<file path="config.mk">
export PLATFORM = sky130hd
export DESIGN_NAME = ivs_cell
export DESIGN_NICKNAME = d
export VERILOG_FILES = /design/src/hdl/ivs_pkg.sv /design/src/hdl/ivs_cell.sv
export SDC_FILE = /design/constraint.sdc
export NUM_CORES = 1
export LEC_CHECK = 0
export BUFFER_PORTS_ARGS = -buffer_cell sky130_fd_sc_hd__buf_2
export CORE_AREA = 2 2 184 186
export DETAILED_ROUTE_END_ITERATION = 8
export DIE_AREA = 0 0 186 188
export MAX_ROUTING_LAYER = met4
export SLEW_MARGIN = 20
export SYNTH_ARGS = -nofsm -noshare
export SYNTH_HDL_FRONTEND = slang
export SYNTH_SLANG_ARGS = --single-unit
</file>
<file path="constraint.sdc">
create_clock -name clock -period 4.91 [get_ports clock]
set_clock_uncertainty 0.1 [all_clocks]
set_input_delay 0.2455 -clock clock [delete_from_list [all_inputs] [get_ports clock]]
set_output_delay 0.2455 -clock clock [all_outputs]
set_load 0.005 [all_outputs]
</file>
<file path="src/hdl/ivs_pkg.sv">
`timescale 1ns / 1ps
package ivs_pkg;

   localparam int KIND_BITS = 3;
   localparam int IDX_BITS  = 21;
   localparam int AMT_BITS  = 16;
   localparam int CAP_BITS  = 9;
   localparam int STAT_BITS = 2;

   localparam logic [KIND_BITS-1:0] KIND_PUSH   = 3'd0;
   localparam logic [KIND_BITS-1:0] KIND_POP    = 3'd1;
   localparam logic [KIND_BITS-1:0] KIND_GET    = 3'd2;
   localparam logic [KIND_BITS-1:0] KIND_SET    = 3'd3;
   localparam logic [KIND_BITS-1:0] KIND_ROTATE = 3'd4;

   localparam logic [STAT_BITS-1:0] STAT_OK        = 2'd0;
   localparam logic [STAT_BITS-1:0] STAT_OVERFLOW  = 2'd1;
   localparam logic [STAT_BITS-1:0] STAT_UNDERFLOW = 2'd2;
   localparam logic [STAT_BITS-1:0] STAT_BAD_INDEX = 2'd3;

   localparam logic signed [IDX_BITS-1:0] REGISTRY_INDEX = -21'sd1001000;

   typedef logic [2:0] cell_op_type;

   localparam cell_op_type OP_HOLD = 3'd0;
   localparam cell_op_type OP_PUSH = 3'd1;
   localparam cell_op_type OP_POP  = 3'd2;
   localparam cell_op_type OP_SET  = 3'd3;
   localparam cell_op_type OP_ROT  = 3'd4;
   localparam cell_op_type OP_READ = 3'd5;

endpackage

</file>
<file path="src/hdl/ivs_cell.sv">
`timescale 1ns / 1ps
module ivs_cell #(
   parameter int WORD_BITS = 64,
   parameter int IDXW      = 8
) (
   input  logic                   clock,
   input  ivs_pkg::cell_op_type   op,
   input  logic [IDXW-1:0]        my_idx,
   input  logic [IDXW-1:0]        sel_idx,
   input  logic [WORD_BITS-1:0]   wdata,
   input  logic [WORD_BITS-1:0]   head_data,
   input  logic [WORD_BITS-1:0]   up_data,
   input  logic [WORD_BITS-1:0]   down_data,
   input  logic [WORD_BITS-1:0]   up_rd,
   output logic [WORD_BITS-1:0]   data_out,
   output logic [WORD_BITS-1:0]   rd_out
);

   logic [WORD_BITS-1:0] data_ff, data_in;
   logic [WORD_BITS-1:0] rd_ff, rd_in;

   always_comb begin
      data_in = data_ff;
      rd_in   = rd_ff;
      case (op)
         ivs_pkg::OP_PUSH: data_in = down_data;
         ivs_pkg::OP_POP:  data_in = up_data;
         ivs_pkg::OP_SET: begin
            if (my_idx == sel_idx) data_in = wdata;
         end
         ivs_pkg::OP_ROT: begin
            if (my_idx < sel_idx) data_in = up_data;
            else if (my_idx == sel_idx) data_in = head_data;
         end
         ivs_pkg::OP_READ: rd_in = (my_idx == sel_idx) ? data_ff : up_rd;
         default: ;
      endcase
   end

   always_ff @(posedge clock) begin
      data_ff <= data_in;
      rd_ff   <= rd_in;
   end

   assign data_out = data_ff;
   assign rd_out   = rd_ff;

endmodule

</file>
Word-level counts from Yosys, hierarchy flattened
Cells that the tools add are included.

word-level totals
  register bits = 128
  bits of input ports = 340
  output and inout bits = 128
  word-level logic and storage cells = 18

cells by class
  order comparisons = 1
  equality and inequality tests = 8
  multiplexer cells = 5
  reductions and logical operators = 2

operators by type and width
  kind                count
  $mux 64             4
  $pmux 64 s4         1
  $eq 8x8->1          1
  $lt 8x8->1          1
  $eq 3x2->1 const B  2
  $eq 3x3->1 const B  2
  $reduce_bool 4->1   1
  $eq 3x1->1 const B  1
  $ne 3x3->1 const B  1
  $reduce_and 3->1    1
  $ne 2x2->1 const B  1

Longest topological paths before layout
Gate-level depths: netlist of run 1.

  depth after elaboration = 4
  depth in mapped cells = 9
  mapped depth without buffers = 7

Worst setup path after synthesis of run 1
Ideal clock, no wire load.

  kind = input port to flip-flop
  from = input port sel_idx[7]
  to = register data_ff[0] (netlist: data_out[0]) (enable)
  setup time = 0.486 ns
  data arrival time = 4.209 ns
  required time = 4.324 ns
  slack = 0.115 ns
  stages on the path = 9
  path buffers = 2
  cell sequence = inv_1 > ha_1 > and3_1 > nand2_1 > nor2_1 > buf_2 > buf_2 > o211ai_1 > nor2_1

between the ends
  longest elaborated chain between the ends = 3
  elaborated cells between the ends (all ways) = 5
  classes of those cells = order compare (1); eq/ne (3); reduce/logical (1)

RTL lines
  what                                                       RTL line                                        RTL
  from (decl)                                                ivs_cell.sv:9                                   input logic [IDXW-1:0] sel_idx,
  $lt 8x8->1 / $eq 8x8->1 (equally long branches)            ivs_cell.sv:32, ivs_cell.sv:29, ivs_cell.sv:33
  $ne 3x3->1 (no line) / $ne 2x2->1 (equally long branches)  n/a
  $reduce_and 3->1 (no line) (*)                             n/a
  to (signal assigned)                                       ivs_cell.sv:41                                  data_ff <= data_in;
  to (decl)                                                  ivs_cell.sv:19                                  logic [WORD_BITS-1:0] data_ff, data_in;

Mark *: on every way between the ends. The rest lies on a longest branch, timed or not.
A chain may end at the register's enable or synchronous reset.

Final worst setup path of run 1
  from = input port my_idx[7]
  to = register data_ff[63] (netlist: data_out[63]) (data pin)

between the ends
  longest elaborated chain between the ends = 3

RTL lines
  what                   RTL line        RTL
  from (decl)            ivs_cell.sv:8   input logic [IDXW-1:0] my_idx,
  $lt 8x8->1             ivs_cell.sv:32  if (my_idx < sel_idx) data_in = up_data;
  $mux 64                ivs_cell.sv:32
  $pmux 64 s4            ivs_cell.sv:25  case (op)
  named net data_in[63]  ivs_cell.sv:19

The timed path passes the listed nets, and every way through them passes these cells.

==> results of run 1 <==
-- power groups by stage --
| stage | combinational, mW | sequential, mW | clock [mW] |
|---|---|---|---|
| 6_report | 0.647 | 1.40 | 1.32 |
| 5_1_grt | 0.712 | 1.41 | 1.39 |
| 4_1_cts | 0.648 | 1.40 | 1.36 |
| 3_5_place_dp | 0.596 | 1.42 | 0 |
| 3_3_place_gp | 0.585 | 1.42 | 0 |
| 2_1_floorplan | 0.245 | 1.40 | 0 |
-- cells by family after synthesis --
logic type	count (synthesis)
AOI/OAI and AO/OA	268
adders and majority gates	8
buffers and inverters	132
DFF	128
muxes	64
and+or+nand+nor	144
-- worst min path at each step --
stage | depth (start not counted) | end | from | slack [ps]
floorplan | 2 | data_out[0]$_DFFE_PP_ | head_data[0] | 350
CTS | 2 | rd_out[1]$_DFFE_PN_ | up_rd[1] | 0.6
detailed placement | 2 | rd_out[40]$_DFFE_PN_ | up_rd[40] | 450
finish | 2 | rd_out[38]$_DFFE_PN_ | up_rd[38] | 30
global route | 2 | rd_out[58]$_DFFE_PN_ | up_rd[58] | 20
global placement | 2 | rd_out[24]$_DFFE_PN_ | up_rd[24] | 450
-- sequential cells by signal, indices dropped and copies added, names as in the netlist --
| register | cells |
|---|---|
| data_out | 64 |
| rd_out | 64 |
-- stage by stage --
stage | setup WS [ps] | hold slack (ps) | power [mW]
final | 2099 | 34.03 | 3.367
after global routing | 1950 | 15.02 | 3.511
after CTS | 2109 | 0.6417 | 3.409
after detailed placement | 1652 | 449.8 | 2.016
after global placement | 1688 | 445.5 | 2.005
after floorplan | 114.6 | 350.6 | 1.649
-- timing repair --
| action | 4_1_cts | 5_1_grt |
|---|---|---|
| endpoints found under the hold margin | 79 | 0 |
| hold buffers | 79 | 0 |
| buffers inserted | 0 | 0 |
-- routing by layer --
layer  vias to the layer above  track usage  wire length, um
li1                       3903            -                -
met1                      3975       0.2195            13170
met2                       529       0.3273            16960
met3                        53      0.04583             2934
met4                         0      0.09812             1302
met5                         -            -                0
-- layout make-up --
class	count	area [um^2]	area share
clock buffers	17	425.4	0.03604
well taps	448	560.5	0.04748
repair buffers	560	3233	0.2739
clock inverters	15	170.2	0.01441
diodes	4	10.01	0.0008479
flip-flops and latches	128	3844	0.3256
multi-input cells	484	3292	0.2789
inverters	72	270.3	0.02289
-- Yosys cell counts --
master	count
a2111oi_0	1
a211o_1	1
a211oi_2	1
a21o_1	2
a21oi_1	3
a221oi_2	1
a222oi_1	64
and2_1	1
and3_1	1
buf_1	4
buf_2	14
buf_4	1
buf_6	6
clkbuf_1	35
edfxtp_1	128
ha_1	8
inv_1	72
mux2_2	64
nand2_1	131
nand2b_1	2
nand4_1	1
nor2_1	4
nor2b_1	3
o211ai_1	66
o21ai_0	127
o21ai_1	2
or3_1	1
==> results.sh, run 1 <==
export IMPL_r2r_setup_slack_ps=3770
export IMPL_p_leak_nw=4.945
export IMPL_ys_warn_count=0
export IMPL_synthSimpleGateAreaFrac=0.07364
export IMPL_die_h_um=188
export IMPL_placed_cells=1613
export IMPL_clockPowerShare=0.393
export IMPL_fin_cells=1728
export IMPL_slew_limit_headroom=0.3072
export IMPL_gp_congestion=0.8660
export IMPL_portBuffers=467
export IMPL_dp_hpwl_um=24260
export IMPL_reg2reg_depth=1
export IMPL_drt_first_pass_iters=9
export IMPL_synth_area_per_cell_um2=10.28
export IMPL_critPathKind="input pin to register"
export IMPL_worst_pin_slew_ps=1039
export IMPL_totalWireLength_um=34370
export IMPL_core_mm2=0.03311
export IMPL_power_internal_mw=2.441
export IMPL_drc=7
export IMPL_tritoncts="done"
export IMPL_cp_start_kind="input pin"
export IMPL_netlist_area_mm2=0.007646
export IMPL_reg2reg_to="rd_out[4]$_DFFE_PN_"
export IMPL_slew_viol_final=0
export IMPL_antenna_found_initial=4
export IMPL_cts_root_buf="clkbuf_16"
export IMPL_synth_xor_xnor_area_share=0
export IMPL_rows=67
export IMPL_fin_crit_sh=0.5725
export IMPL_die_width_um=186
export IMPL_path_max_fanout=33
export IMPL_layout_drive_gt1_share=0.4585
export IMPL_timing_rr_start="data_out[4]$_DFFE_PP_"
export IMPL_clk_latency_ps=430
export IMPL_yosysSeqAreaShare=0.5027
export IMPL_violations="design-rule violations"
export IMPL_htree_levels=4
export IMPL_utilization=0.3565
export IMPL_grtUsageTotal=0.1967
export IMPL_wl_per_cell_um=19.89
export IMPL_max_freq_ghz=0.3558
export IMPL_setup_viol=0
export IMPL_crit_chain="buf_2 -> ha_1 -> and3_1 -> a221oi_2 -> a21oi_1 -> a211o_2 -> buf_4 -> o211ai_1"
export IMPL_synthDominantCellAreaShare=0.5027
export IMPL_cp_depth=8
export IMPL_fin_area_mm2=0.01181
export IMPL_syn_inst=744
export IMPL_syn_num_nets=1092
export IMPL_synth_seq_cells=128
export IMPL_numCtsBuffers=17
export IMPL_ir_worst_vdd_mv=0.2198
export IMPL_max_cap_violations=0
export IMPL_setup_worst_path_start="my_idx[7]"
export IMPL_io_pins=468
export IMPL_p_sw_frac=0.2750
export IMPL_yosysTopAreaCell="edfxtp_1"
export IMPL_grt_pass1_vias=8620
export IMPL_vias=8460
export IMPL_synth_compound_area_frac=0.2428
export IMPL_drtIter0Drc=653
export IMPL_synth_fa_ha_area_frac=0.01309
export IMPL_area_growth_pct=54.39
export IMPL_switching_power_mw=0.9259
export IMPL_synth_top_family_by_area="compound AO/OA/AOI/OAI gates"
export IMPL_final_hold_viol_count=0
export IMPL_post_dp_cell_area_mm2=0.01041
export IMPL_yosysUniqueCellTypes=27
export IMPL_crit_path_end="data_out[63]$_DFFE_PP_"
export IMPL_ant_nets=0
export IMPL_cp_required_ps=5070
export IMPL_overflow=0
export IMPL_layout_commonest_cell="buf_2"
export IMPL_combinationalPowerShare=0.192
export IMPL_p_seq_frac=0.415
export IMPL_grt_pass1_wl_um=49650
export IMPL_critPathTopFamily="compound AO/OA/AOI/OAI gates"
export IMPL_yosys_top_cells_area="edfxtp_1 50%, mux2_2 9.4%, a222oi_1 8.4%, o21ai_0 8.3%, o211ai_1 6.5%"
export IMPL_rsz0062_at_grt="no"
export IMPL_fillCellCount=3369
export IMPL_fin_setup_tns_ps=0
export IMPL_synthMuxAreaShare=0.09426
export IMPL_ctsResizeCount=0
export IMPL_worst_ep_arrival_time_ps=2970
export IMPL_p_per_area_mw_per_mm2=285.2
export IMPL_layout_common_cells="467 x buf_2, 130 x nand2_1, 128 x edfxtp_1"
export IMPL_cpPeakStageDelay_ps=620
export IMPL_initial_core_util=0.2309
export IMPL_worstPathBufferInverterCount=2
export IMPL_cts_sinks=128
export IMPL_path_clk_slew_ps=60
export IMPL_worst_hold_path_type="input pin to register"
export IMPL_final_min_clock_period_ps=2811
export IMPL_die_area_mm2=0.03497
export IMPL_endpoint_kind="register"
export IMPL_drt_vias_per_instance=4.896
export IMPL_status="complete, but fails checks"
export IMPL_cts_buffer_depth=2
export IMPL_slowest_stage="a211o_2"
export IMPL_grt_max_degree=65
export IMPL_nets=1611
Note: power is estimated with default switching activity, not from simulation.
==> run 2: changes to the inputs <==
ABC_AREA = 1   (was unset)
CORE_AREA = 2 2 180 182   (was 2 2 184 186)
DIE_AREA = 0 0 182 184   (was 0 0 186 188)
clock period = 2.7 ns   (was 4.91 ns; I/O delays follow)
==> run 2 against run 1 <==
The run now ends clean. Synthesized cell count rose by 17%. Die area shrank 4.2%. Critical path depth is 5 higher. Sequential cell count is the same. Sequential power increased by 81%. First-iteration DRC count is 28% lower. Register-to-register slack lost 2100 ps. Largest power group unchanged.
==> results.sh, run 2 <==
export IMPL_yosysTopAreaCell="edfxtp_1"
export IMPL_ys_warn_count=0
export IMPL_ir_worst_vdd_mv=0.4168
export IMPL_drc=0
export IMPL_layout_setup_ws_ps=445.1
export IMPL_drt_first_pass_iters=4
export IMPL_synth_common_cells="463 x nand2_1, 131 x nand3_1, 128 x edfxtp_1, 77 x inv_1, 29 x buf_2"
export IMPL_grt_max_degree=65
export IMPL_p_leak_nw=6.096
export IMPL_initial_core_util=0.2223
export IMPL_hold_start="op[2]"
export IMPL_final_min_clock_period_ps=2255
export IMPL_cpPeakStageDelay_ps=560
export IMPL_layout_common_cells="467 x buf_2, 460 x nand2_1, 192 x dlygate4sd3_1"
export IMPL_crit_chain="buf_2 -> inv_12 -> ha_4 -> a21oi_2 -> nor2_1 -> nor2_1 -> nand2_2 -> buf_12 -> nand3_1 -> nand2_1 -> inv_1 -> nand3_1 -> dlygate4sd3_1"
export IMPL_fin_cells=1933
export IMPL_area_growth_pct=78.12
export IMPL_max_cap_violations=0
export IMPL_utilization=0.3959
export IMPL_cp_start_kind="input pin"
export IMPL_path_clk_slew_ps=60
export IMPL_cts_sinks=128
export IMPL_worst_ep_arrival_time_ps=2320
export IMPL_setup_viol=0
export IMPL_synth_edf_count=128
export IMPL_yosysSeqAreaShare=0.5508
export IMPL_slew_limit_headroom=0.4396
export IMPL_totalWireLength_um=31200
export IMPL_dp_hpwl_um=22370
export IMPL_synth_fa_ha_area_frac=0.01434
export IMPL_fin_setup_tns_ps=0
export IMPL_drt_vias_per_instance=4.294
export IMPL_grt_pass1_vias=8377
export IMPL_netlist_area_mm2=0.006978
export IMPL_synthMuxAreaShare=0
export IMPL_yosys_top_cells_area="edfxtp_1 55%, nand2_1 25%, nand3_1 9.4%, inv_1 4.1%, buf_2 2.1%"
export IMPL_synth_area_per_cell_um2=8.030
export IMPL_layout_commonest_cell="buf_2"
export IMPL_max_freq_ghz=0.4435
export IMPL_slowest_stage="dlygate4sd3_1"
export IMPL_seq_area_mm2=0.003844
export IMPL_cts_buffer_depth=2
export IMPL_fin_crit_sh=0.8351
export IMPL_synthFlopType="edfxtp_1"
export IMPL_post_cts_buffers=0
export IMPL_setup_worst_path_start="sel_idx[5]"
export IMPL_worst_pin_slew_ps=840.6
export IMPL_nets=1864
export IMPL_portBuffers=467
export IMPL_ant_nets=0
export IMPL_die_area_mm2=0.03349
export IMPL_synth_xor_xnor_area_share=0
export IMPL_cts_root_buf="clkbuf_16"
export IMPL_pre_cts_ws_ps=418.9
export IMPL_synth_compound_area_frac=0.003945
export IMPL_slew_viol_final=0
export IMPL_core_mm2=0.03139
export IMPL_async_flop_share=0
export IMPL_vias=8301
export IMPL_synth_top_family_by_area="simple AND/OR/NAND/NOR gates"
export IMPL_synth_seq_cells=128
export IMPL_wl_per_cell_um=16.14
export IMPL_syn_inst=869
export IMPL_tritoncts="done"
export IMPL_final_hold_viol_count=0
export IMPL_syn_num_nets=1217
export IMPL_htree_levels=4
export IMPL_drtIter0Drc=469
export IMPL_grtUsageTotal=0.1876
export IMPL_multi_input_area_mm2=0.002691
export IMPL_io_pins=468
export IMPL_cp_required_ps=2770
export IMPL_path_max_fanout=64
export IMPL_overflow=0
export IMPL_die_h_um=184
export IMPL_gp_congestion=0.8944
export IMPL_fin_area_mm2=0.01243
export IMPL_clk_latency_ps=430
export IMPL_antenna_found_initial=2
export IMPL_rsz0062_at_grt="no"
export IMPL_status="finished clean"
export IMPL_p_total_mw=6.317
export IMPL_yosysUniqueCellTypes=17
export IMPL_critPathKind="input pin to register"
export IMPL_layout_drive_gt1_share=0.3473
export IMPL_whs_ps=235.8
export IMPL_die_width_um=182
export IMPL_post_dp_cell_area_mm2=0.009878
export IMPL_worst_hold_path_type="input pin to register"
export IMPL_synthSimpleGateAreaFrac=0.3493
export IMPL_p_per_area_mw_per_mm2=508.2
export IMPL_endpoint_kind="register"
export IMPL_fillCellCount=3170
export IMPL_timing_rr_start="data_out[22]$_DFFE_PP_"
export IMPL_synthDominantCellAreaShare=0.5508
export IMPL_synth_most_common_cell="nand2_1"
export IMPL_numCtsBuffers=17
export IMPL_grt_pass1_wl_um=45720
export IMPL_placed_cells=1707
export IMPL_rows=65
[run 2: cell types whose count changed after synthesis, sizes merged, moves of 15 or more]
cell / delta
nand2: +333
nand3: +131
o21ai: -129
o211ai: -66
a222oi: -64
mux2: -64
clkbuf: -28
buf: +15
[run 2: cells by family (layout without fill, tap and decap cells)]
family	Yosys count	after routing
AOI/OAI and AO/OA	5	5
adders and majority gates	8	8
buffers and inverters	125	785
DFF	128	128
other	0	2
and+or+nand+nor	603	603
[run 2: cell type report]
type / instances / area share
timing repair buffer: 675 / 0.3584
sequential: 128 / 0.3092
multi-input combinational: 616 / 0.2165
tap: 402 / 0.04047
clock buffer: 18 / 0.03453
inverter: 78 / 0.02476
clock inverter: 14 / 0.01570
antenna: 2 / 0.0004027
[run 2: metal layers]
layer / routed length, um / track usage / vias to the layer above
met5: 0 / - / -
met2: 16040 / 0.3313 / 378
met4: 983 / 0.08194 / 0
met1: 12300 / 0.2049 / 3791
met3: 1879 / 0.03823 / 61
li1: - / - / 4071
[run 2: final timing paths]
path                       endpoint  slack [ps]  depth (start not counted)
max          data_out[23]$_DFFE_PP_         450                         13
min          data_out[25]$_DFFE_PP_         240                          5
max reg2reg    rd_out[22]$_DFFE_PN_        1690                          2
min reg2reg    rd_out[15]$_DFFE_PN_         440                          2
[run 2: report_power, final]
part	switching (mW)	leakage, nW	internal [mW]
logic	0.585	4.60	0.690
clock network	0.888	0.301	1.62
registers	0.120	1.19	2.41
[run 2: worst max-delay path: cells and delay by family]
kind	cells	cell delay, ps
buf+inv	5	1030
compound gates	1	120
fa+ha+maj	1	230
simple gates	6	730
[run 2: what timing repair did]
action | in CTS | in global routing
endpoints found under the setup margin | 0 | 0
endpoints found under the hold margin | 128 | 0
hold buffers | 192 | 0
resized for setup | 0 | 0
