<file path="src/hdl/ivs_pkg.sv">
`timescale 1ns / 1ps
package ivs_pkg;

   localparam int KIND_BITS = 3;
   localparam int IDX_BITS  = 21;
   localparam int AMT_BITS  = 16;
   localparam int CAP_BITS  = 9;
   localparam int STAT_BITS = 2;

   localparam logic [KIND_BITS-1:0] KIND_PUSH   = 3'd0;
   localparam logic [KIND_BITS-1:0] KIND_POP    = 3'd1;
   localparam logic [KIND_BITS-1:0] KIND_GET    = 3'd2;
   localparam logic [KIND_BITS-1:0] KIND_SET    = 3'd3;
   localparam logic [KIND_BITS-1:0] KIND_ROTATE = 3'd4;

   localparam logic [STAT_BITS-1:0] STAT_OK        = 2'd0;
   localparam logic [STAT_BITS-1:0] STAT_OVERFLOW  = 2'd1;
   localparam logic [STAT_BITS-1:0] STAT_UNDERFLOW = 2'd2;
   localparam logic [STAT_BITS-1:0] STAT_BAD_INDEX = 2'd3;

   localparam logic signed [IDX_BITS-1:0] REGISTRY_INDEX = -21'sd1001000;

   typedef logic [2:0] cell_op_type;

   localparam cell_op_type OP_HOLD = 3'd0;
   localparam cell_op_type OP_PUSH = 3'd1;
   localparam cell_op_type OP_POP  = 3'd2;
   localparam cell_op_type OP_SET  = 3'd3;
   localparam cell_op_type OP_ROT  = 3'd4;
   localparam cell_op_type OP_READ = 3'd5;

endpackage

</file>
<file path="src/hdl/ivs_mod.sv">
`timescale 1ns / 1ps
module ivs_mod #(
   parameter int DEN_BITS = 9
) (
   input  logic                             clock,
   input  logic                             reset,
   input  logic                             start,
   input  logic [ivs_pkg::AMT_BITS-1:0]     num,
   input  logic [DEN_BITS-1:0]              den,
   output logic                             done,
   output logic [DEN_BITS-1:0]              rem
);

   localparam int CNTW = $clog2(ivs_pkg::AMT_BITS);

   logic [ivs_pkg::AMT_BITS-1:0] num_ff, num_in;
   logic [DEN_BITS-1:0]          rem_ff, rem_in;
   logic [DEN_BITS-1:0]          den_ff, den_in;
   logic [CNTW-1:0]              cnt_ff, cnt_in;
   logic                         run_ff, run_in;
   logic                         done_ff, done_in;
   logic [DEN_BITS:0]            trial;

   always_comb begin
      num_in  = num_ff;
      rem_in  = rem_ff;
      den_in  = den_ff;
      cnt_in  = cnt_ff;
      run_in  = run_ff;
      done_in = 1'b0;
      trial   = {rem_ff, num_ff[ivs_pkg::AMT_BITS-1]};
      if (start) begin
         num_in = num;
         den_in = den;
         rem_in = '0;
         cnt_in = CNTW'(ivs_pkg::AMT_BITS - 1);
         run_in = 1'b1;
      end else if (run_ff) begin
         num_in = {num_ff[ivs_pkg::AMT_BITS-2:0], 1'b0};
         if (trial >= {1'b0, den_ff}) rem_in = DEN_BITS'(trial - {1'b0, den_ff});
         else rem_in = trial[DEN_BITS-1:0];
         cnt_in = cnt_ff - 1'b1;
         if (cnt_ff == '0) begin
            run_in  = 1'b0;
            done_in = 1'b1;
         end
      end
   end

   always_ff @(posedge clock) begin
      if (reset) begin
         run_ff  <= 1'b0;
         done_ff <= 1'b0;
         cnt_ff  <= '0;
      end else begin
         run_ff  <= run_in;
         done_ff <= done_in;
         cnt_ff  <= cnt_in;
      end
      num_ff <= num_in;
      rem_ff <= rem_in;
      den_ff <= den_in;
   end

   assign done = done_ff;
   assign rem  = rem_ff;

endmodule

</file>
<file path="config.mk">
export PLATFORM = sky130hd
export DESIGN_NAME = ivs_mod
export DESIGN_NICKNAME = d
export VERILOG_FILES = /design/src/hdl/ivs_pkg.sv /design/src/hdl/ivs_mod.sv
export SDC_FILE = /design/constraint.sdc
export NUM_CORES = 1
export LEC_CHECK = 0
export ABC_AREA = 1
export BUFFER_PORTS_ARGS = -buffer_cell sky130_fd_sc_hd__clkbuf_2
export CAP_MARGIN = 20
export CORE_ASPECT_RATIO = 1.25
export CORE_MARGIN = 4
export CORE_UTILIZATION = 50
export CTS_CLUSTER_DIAMETER = 120
export DETAILED_ROUTE_END_ITERATION = 10
export PLACE_DENSITY = 0.73
export SETUP_SLACK_MARGIN = 0.1
export SLEW_MARGIN = 20
export SYNTH_ARGS = -nofsm -noshare
export SYNTH_HDL_FRONTEND = slang
export SYNTH_SLANG_ARGS = --single-unit
</file>
<file path="constraint.sdc">
create_clock -name clock -period 4.3 [get_ports clock]
set_clock_uncertainty 0.2 [all_clocks]
set_input_delay 0.43 -clock clock [delete_from_list [all_inputs] [get_ports clock]]
set_output_delay 0.43 -clock clock [all_outputs]
set_load 0.05 [all_outputs]
</file>
# After elaboration in Yosys (flattened, before gate mapping)
# Index checks and enable logic that the tools add are counted.
[classes] add_sub_neg=2 bitwise_logic=1 n_reduce_logical=3 order_cmp=1 muxes=9
[ops] op="$mux W16" count=2
[ops] op="$ge A10 B9 Y1" count=1
[ops] op="$mux W9" count=1
[ops] op="$sub A9 B9 Y9" count=1
[ops] op="$mux W4" count=2
[ops] op="$logic_not A4 Y1" count=1
[ops] op="$mux W1" count=4
[ops] op="$sub A4 B1 Y4 const B" count=1
[ops] op="$reduce_or A3 Y1" count=1
[ops] op="$reduce_bool A2 Y1" count=1
[ops] op="$not A1 Y1" count=1
[totals] regBits=40 in_bits=28 wordCells=22

# Logic depth before layout (Yosys ltp)
# Gate-level depths: netlist (run 1).
[logic_depth] depth_word=4 ltp_mapped=13

# Worst setup path after synthesis (run 1)
# OpenSTA, ideal clock, no wires.
[synth_path] kind="reg-to-reg" from="reg rem_ff[6], in the netlist rem[6]" to="reg rem_ff[3], in the netlist rem[3]" setup_ns=0.139 arrival_ns=1.746 synth_period_minus_slack_ns=2.085 setup_slack_ns=2.215 path_stages_with_launch=11 cell_sequence="dfxtp_1 ha_1 nand2_1 nand2_1 nand2_1 nand2_1 nor2_1 buf_6 nand3_1 nand3_1 o21ai_0"
[synth_between] elab_chain_len=2
[synth_rtl] element="from (decl)" line_no="ivs_mod.sv:17" rtl="logic [DEN_BITS-1:0] rem_ff, rem_in;"
[synth_rtl] element="from (signal assigned)" line_no="ivs_mod.sv:61" rtl="rem_ff <= rem_in;"
[synth_rtl] element="$ge A10 B9 Y1" line_no="ivs_mod.sv:40" rtl="if (trial >= {1'b0, den_ff}) rem_in = DEN_BITS'(trial - {1'b0, den_ff});"
[synth_rtl] element="$mux W9" line_no="ivs_mod.sv:40"
# Every way passes these cells.
# A chain may end at the register's enable or synchronous reset.

# Worst setup path in the final report (run 1)
[layout_path] from="reg num_ff[15] (netlist bit)" to="reg rem_ff[0], in the netlist rem[0]"
[layout_between] elab_chain_len=2 word_cells_on_any_way=3 classes_between="1 x add/sub; 1 x order compare; 1 x mux"
[layout_rtl] element="from (decl)" line_no="ivs_mod.sv:16" rtl="logic [ivs_pkg::AMT_BITS-1:0] num_ff, num_in;"
[layout_rtl] element="from (signal assigned)" line_no="ivs_mod.sv:60" rtl="num_ff <= num_in;"
[layout_rtl] element="$sub A9 B9 Y9 or $ge A10 B9 Y1 (tied branches)" line_no="ivs_mod.sv:40"
[layout_rtl] element="$mux W9 *" line_no="ivs_mod.sv:40"
# Every way passes the cells marked *; elsewhere a longest branch is shown, timed or not.

==> impl_metrics.toml, run 1 <==
[cts]
max-clock-path-buffers = 2
path_clk_slew_ps = 70
post_cts_resize_count = 0
hold_buffers = 0
worst_skew_pair.late_latency_ps = 280
clock_root_buffer = "sky130_fd_sc_hd__clkbuf_8"
cts_post_setup_buffers_inserted = 0
cts.sinks = 40
cts_inserted_buffers = 5
cts-htree-levels = 2
cts_tree = "done"

[floorplanning]
start_util = 0.5156
rows = 26
io-pin-count = 38
core_mm2 = 0.004099
fp.dieArea_mm2 = 0.005337
die_span_y_um = 80.69
die_w_um = 66.15

[final_layout]
layout-area-overhead-vs-synth_pct = 14.68
num_antenna_cells = 0
postLayoutCellArea_mm2 = 0.002424
seq_area_mm2 = 0.001051
drive_gt1_frac = 0.1661
final_layout_fill_cell_count = 402
finish.net_count = 339
multi_input_area_um2 = 865.8

[yosys]
synth_cell_area_mm2 = 0.002113
dominant_combinational_cell_family_by_area_after_synthesis = "simple AND/OR/NAND/NOR gates"
synth.area.top_cells = "sky130_fd_sc_hd__edfxtp_1 36%, sky130_fd_sc_hd__nand2_1 17%, sky130_fd_sc_hd__dfxtp_1 14%, sky130_fd_sc_hd__inv_1 7.5%, sky130_fd_sc_hd__ha_1 5.9%"
muxShareOfSynthArea = 0
synth_seq_area_share = 0.4973
syn-num-nets = 300
synth-seq-cells = 40
synthDominantAreaCellType = "sky130_fd_sc_hd__edfxtp_1"
synth.top_cell.area_share = 0.3552
avgSynthCellArea_um2 = 8.097
post_synth_fa_ha_maj_area_fraction = 0.06868
synthSimpleGateAreaFrac = 0.2919
synth_compound_gate_area_share = 0.03671
synth_area_in_xor_xnor = 0.01243
postSynthCellCount = 261
yosys_warnings = 0
ys_types = 28

[pwr]
p_int_w = 0.0006193
power.ir.vdd_worst_mv = 0.2506
leakage_nw = 1.277
power_frac_comb = 0.155
p_per_area_mw_per_mm2 = 343.9
switching_share = 0.2571
pwr-share-clk = 0.300
p_seq_frac = 0.545
total_switching_power_w = 0.0002143
post-layout-total-power_w = 0.0008335

[drt]
drc = 0
routedWlPerCell_um = 11.66
drtPass1Iterations = 4
route.detailed.vias_per_inst = 4.748
antenna_nets_post_route = 0
detailroute.via_count = 1695
dr.first_iter.drc_count = 110
route.final.wire_length_mm = 4.164

[placement]
detailedPlace.worstSlack_ps = 1843
postPlaceCellArea_mm2 = 0.002333
finalWeightedCongestion = 0.8708
place_hpwl_mm = 3.130
port_buf_inserts = 37

[status]
status = "finished, final reports clean"

[worst_hold_path]
min-delay-path-class = "input pin to register"
hold_path_depth = 1

[timing]
max_slew.worst_pin.slew_ps = 762.1
setup_viol_count_final = 0
timing.fmax_mhz = 418.4
setup_repair_after_global_routing_missed_its_margin = "no"
setup_slack_ps = 1910
max-slew-margin-rel = 0.4900
final-hold-violation-count = 0
period_share = 0.5558
final_period_minus_worst_setup_slack_ps = 2390
setup_tns_ps = 0
pins_over_slew_limit = 0

[setup_path]
worst_r2r_path_depth = 13
required_time_of_the_critical_path_ps = 4300
crit_fanout = 11
critical_path.startpoint_type = "register"
crit_path_end_kind = "register"
cp_data_arrival_time_ps = 2390
criticalPathCategory = "register to register"

[flow_run]
max_cap_violations = 0

[global_route]
antenna_found_initial = 0
grt_first_pass_wirelength_mm = 7.038
grt_use_total = 0.1722
grt_max_degree = 31
grt_overflow = 0
first_global_vias = 1618
through the flow:
stage | hold WS [ps] | util | instances
6_report | 117.0 | 0.5913 | 357
5_1_grt | 94.92 | 0.5913 | 357
4_1_cts | 107.0 | 0.5913 | 357
3_5_place_dp | 296.9 | 0.5693 | 349
3_3_place_gp | 268.0 | 0.5693 | 349
2_1_floorplan | 235.3 | - | 261
layout make-up:
cell class | instances | area share
sequential | 40 | 0.4337
multi-input combinational | 173 | 0.3573
timing repair buffer | 37 | 0.07641
inverter | 43 | 0.06660
clock buffer | 8 | 0.03717
tap | 56 | 0.02891
cell families after synthesis:
kind of cell	Yosys count
xor+xnor	3
compound gates	14
simple gates	145
fa+ha+maj	11
buf+inv	48
flops	40
final timing paths:
path	startpoint	to	slack [ps]
max	num_ff[15]$_DFFE_PP_	rem[0]$_SDFFE_PP0P_	1910
min reg2reg	rem[7]$_SDFFE_PP0P_	rem[7]$_SDFFE_PP0P_	300
min	den[1]	den_ff[1]$_DFFE_PP_	120
max reg2reg	num_ff[15]$_DFFE_PP_	rem[0]$_SDFFE_PP0P_	1910
synth_stat cells, drive strengths merged:
master	number
nor2	13
nor4	1
edfxtp	25
a21oi	4
o21ai	7
nor3	1
buf	4
a221oi	1
clkinv	1
clkbuf	1
xnor2	1
nand2	100
ha	10
a211oi	1
nand3	25
or2	1
a31oi	1
inv	42
nand3b	4
xor2	2
dfxtp	15
fa	1
power groups by stage:
stage	logic (W)	clock network, W	registers [W]
6_report	0.000129	0.000250	0.000454
4_1_cts	0.000130	0.000258	0.000455
3_5_place_dp	0.000129	0	0.000463
3_3_place_gp	0.000127	0	0.000462
5_1_grt	0.000149	0.000276	0.000457
2_1_floorplan	0.0000866	0	0.000469
cell usage in the layout, fill, tap and decap left out, types with 6 or more instances in the layout:
master	instances
sky130_fd_sc_hd__nand2_1	98
sky130_fd_sc_hd__inv_1	42
sky130_fd_sc_hd__clkbuf_2	37
sky130_fd_sc_hd__edfxtp_1	25
sky130_fd_sc_hd__nand3_1	23
sky130_fd_sc_hd__dfxtp_1	15
sky130_fd_sc_hd__nor2_1	11
sky130_fd_sc_hd__ha_1	10
sky130_fd_sc_hd__o21ai_0	6
sky130_fd_sc_hd__clkbuf_8	6
registers in the layout, indices dropped and copies added (netlist names):
name,flops
cnt_ff,4
den_ff,9
done,1
num_ff,16
rem,9
run_ff,1
critical path: stages (launching register included):
cell,delay (ps)
sky130_fd_sc_hd__edfxtp_1,360
sky130_fd_sc_hd__inv_1,90
sky130_fd_sc_hd__ha_1,150
sky130_fd_sc_hd__inv_1,60
sky130_fd_sc_hd__fa_1,390
sky130_fd_sc_hd__nand2_1,80
sky130_fd_sc_hd__nand2_1,90
sky130_fd_sc_hd__nand3_2,80
sky130_fd_sc_hd__nand2_1,60
sky130_fd_sc_hd__nand2_1,290
sky130_fd_sc_hd__nand2_2,180
sky130_fd_sc_hd__nand2_1,110
sky130_fd_sc_hd__nand3_1,70
sky130_fd_sc_hd__o21ai_0,90
per-layer routing:
| layer | global-route usage | share of wire | vias up |
|---|---|---|---|
| li1 | - | - | 899 |
| met1 | 0.2117 | 0.45 | 749 |
| met2 | 0.2850 | 0.49 | 43 |
| met3 | 0.04056 | 0.049 | 4 |
| met4 | 0.07317 | 0.012 | 0 |
| met5 | 0 | 0 | - |
(Power assumes the default switching activity.)
==> inputs of run 2 (changes only) <==
--- a/config.mk
+++ b/config.mk
@@ -13,7 +13,7 @@
 export CORE_UTILIZATION = 50
 export CTS_CLUSTER_DIAMETER = 120
 export DETAILED_ROUTE_END_ITERATION = 10
-export PLACE_DENSITY = 0.73
+export PLACE_DENSITY = 0.76
 export SETUP_SLACK_MARGIN = 0.1
 export SLEW_MARGIN = 20
 export SYNTH_ARGS = -nofsm -noshare
==> constraint.sdc (replaced) <==
create_clock -name clock -period 2 [get_ports clock]
set_clock_uncertainty 0.2 [all_clocks]
set_input_delay 0.2 -clock clock [delete_from_list [all_inputs] [get_ports clock]]
set_output_delay 0.2 -clock clock [all_outputs]
set_load 0.05 [all_outputs]
==> run 2 against run 1 <==
Effect of this change: largest cell class unchanged; setup slack got worse by 1900 ps; largest power group unchanged; critical endpoint is now rem[6]$_SDFFE_PP0P_; final cell count up 11%; sequential cell count unchanged; register-to-register slack worse by 1900 ps; highest routed layer unchanged; critical path depth unchanged; count of clock-buffer cells in the layout shrank 3; global-route usage rose by 2.5 points.
==> impl_metrics.toml, run 2 (same netlist as run 1, synthesis figures left out) <==
[status]
status = "finished, final reports clean"

[setup_path]
r2r_slack_ps = 30
timing.critical_path.slowest_cell_delay_ps = 380
crit_fanout = 3
crit-reg2reg-capture = "rem[6]$_SDFFE_PP0P_"
crit_path_end_kind = "register"
critical_path.startpoint_type = "register"
critPathMostFrequentCell = "sky130_fd_sc_hd__nand2_1"
crit_buf_inv = 3
required_time_of_the_critical_path_ps = 1990
worst_r2r_path_depth = 13
criticalPathCategory = "register to register"
critical_path_depth = 13
worst_path_max_delay_cell = "sky130_fd_sc_hd__edfxtp_1"
cp_data_arrival_time_ps = 1960
cp_cell_instances = "inv_2 -> ha_4 -> inv_2 -> fa_2 -> nand2_1 -> nand2_2 -> nand3_2 -> nand2_2 -> buf_4 -> nand2_1 -> nand3_1 -> nand3_1 -> nand2_1"
timing.rr.start = "num_ff[15]$_DFFE_PP_"
cpLargestDelayFamily = "simple AND/OR/NAND/NOR gates"

[timing]
setup_viol_count_final = 0
pins_over_slew_limit = 0
timing.fmax_mhz = 508.9
max_slew.worst_pin.slew_ps = 735.9
hold_slack_ps = 111.8
final_period_minus_worst_setup_slack_ps = 1965
period_share = 0.9826
max-slew-margin-rel = 0.5076
final-hold-violation-count = 0
setup_repair_after_global_routing_missed_its_margin = "yes"

[cts]
clock_root_buffer = "sky130_fd_sc_hd__clkbuf_8"
worst_skew_pair.late_latency_ps = 290
cts_inserted_buffers = 5
cts-htree-levels = 2
max-clock-path-buffers = 2
cts.sinks = 40
cts_tree = "done"
path_clk_slew_ps = 80

[global_route]
first_global_vias = 1920
grt_first_pass_wirelength_mm = 7.997
grt_use_total = 0.1971
grt_overflow = 0
antenna_found_initial = 0
grt_max_degree = 22

[drt]
drtPass1Iterations = 4
route.detailed.vias_per_inst = 4.807
route.final.wire_length_mm = 4.634
detailroute.via_count = 1913
drc = 0
antenna_nets_post_route = 0
routedWlPerCell_um = 11.64
dr.first_iter.drc_count = 75

[floorplanning]
die_w_um = 66.15
io-pin-count = 38
start_util = 0.5156
fp.dieArea_mm2 = 0.005337
die_span_y_um = 80.69
core_mm2 = 0.004099
rows = 26

[final_layout]
layout-area-overhead-vs-synth_pct = 37.83
mostFrequentLayoutCell = "sky130_fd_sc_hd__nand2_1"
num_antenna_cells = 0
postLayoutCoreUtil = 0.7106
most_used_cells_in_the_layout_excluding_fill_and_tap_cells = "94 x sky130_fd_sc_hd__nand2_1, 40 x sky130_fd_sc_hd__inv_1, 37 x sky130_fd_sc_hd__clkbuf_2, 26 x sky130_fd_sc_hd__dlygate4sd3_1, 25 x sky130_fd_sc_hd__edfxtp_1"
drive_gt1_frac = 0.2632
largest_register_ff_count = 16
final_layout_fill_cell_count = 331
finish.net_count = 380
multi_input_area_um2 = 943.4
seq_area_mm2 = 0.001061
postLayoutCellArea_mm2 = 0.002913
registers.top_by_ff_count = "num_ff"
finish.cell_count_without_fillers = 398

[placement]
dp.cells = 360
postPlaceCellArea_mm2 = 0.002464
finalWeightedCongestion = 0.8810
port_buf_inserts = 37
place_hpwl_mm = 3.195

[worst_hold_path]
min-delay-path-class = "input pin to register"
hold_end = "done$_SDFF_PP0_"
worst_hold_startpoint = "start"
hold_path_depth = 3

[pwr]
pwr-share-clk = 0.325
power.ir.vdd_worst_mv = 0.5685
p_per_area_mw_per_mm2 = 688.3
switching_share = 0.2582
p_seq_frac = 0.488
power_frac_comb = 0.187
total_switching_power_w = 0.0005176
leakage_nw = 1.504
post-layout-total-power_w = 0.002005
p_int_w = 0.001487

[flow_run]
max_cap_violations = 0
[run 2: cell types whose count changed in the layout (fill, tap and decap cells not counted), moves of 3 or more]
cell and delta:
sky130_fd_sc_hd__buf_4 +13, sky130_fd_sc_hd__nand3_1 -4, sky130_fd_sc_hd__dlygate4sd3_1 +26, sky130_fd_sc_hd__nand2_1 -4
sky130_fd_sc_hd__dfxtp_1 -8, sky130_fd_sc_hd__o21ai_1 +3, sky130_fd_sc_hd__nand3_2 +4, sky130_fd_sc_hd__dfxtp_2 +8
sky130_fd_sc_hd__o21ai_0 -3
[run 2: what timing repair did]
item | 4_1_cts | 5_1_grt
pin swaps | 2 | 1
hold buffers | 26 | 0
setup endpoints to repair | 9 | 9
setup buffers | 2 | 2
gates resized for setup | 5 | 5
gates cloned | 0 | 0
hold endpoints to repair | 29 | 0
[run 2: worst min-delay path, cell delays in order]
cell and delay, ps:
sky130_fd_sc_hd__clkbuf_2 120, sky130_fd_sc_hd__buf_4 170, sky130_fd_sc_hd__nor4_1 60
[run 2: power groups by stage]
stage                     clock [W]  combinational (W)  sequential, W
after CTS                  0.000675           0.000360       0.000979
final                      0.000652           0.000374       0.000979
after detailed placement          0           0.000309       0.000997
after global routing       0.000703           0.000423       0.000986
after global placement            0           0.000304       0.000995
after floorplan                   0           0.000196        0.00101
[run 2: worst max-delay path by stage]
stage	start	end
after floorplan	num_ff[15]$_DFFE_PP_	rem[0]$_SDFFE_PP0P_
after global placement	num_ff[15]$_DFFE_PP_	rem[6]$_SDFFE_PP0P_
after detailed placement	num_ff[15]$_DFFE_PP_	rem[7]$_SDFFE_PP0P_
after CTS	num_ff[15]$_DFFE_PP_	rem[7]$_SDFFE_PP0P_
after global routing	num_ff[15]$_DFFE_PP_	rem[8]$_SDFFE_PP0P_
final	num_ff[15]$_DFFE_PP_	rem[6]$_SDFFE_PP0P_
[run 2: area by class of cell]
cell class / instances / area share
multi-input cells: 173 / 0.3239
well taps: 56 / 0.02406
clock inverters: 3 / 0.01460
clock buffers: 5 / 0.02363
repair buffers: 78 / 0.1942
inverters: 43 / 0.05541
flip-flops and latches: 40 / 0.3643
[run 2: metal layers]
metal | share of wire | routed length (um) | GRT usage
met1 | 0.42 | 1924 | 0.2193
met2 | 0.51 | 2383 | 0.3396
met3 | 0.039 | 181 | 0.05035
met4 | 0.031 | 144 | 0.1037
met5 | 0 | 0 | 0
[run 2: stage by stage]
step	setup WS, ps	setup TNS (ps)
final	34.87	0
after detailed placement	14.27	0
after floorplan	93.66	0
after global placement	51.25	0
after global routing	-69.00	-430.6
after CTS	52.33	0
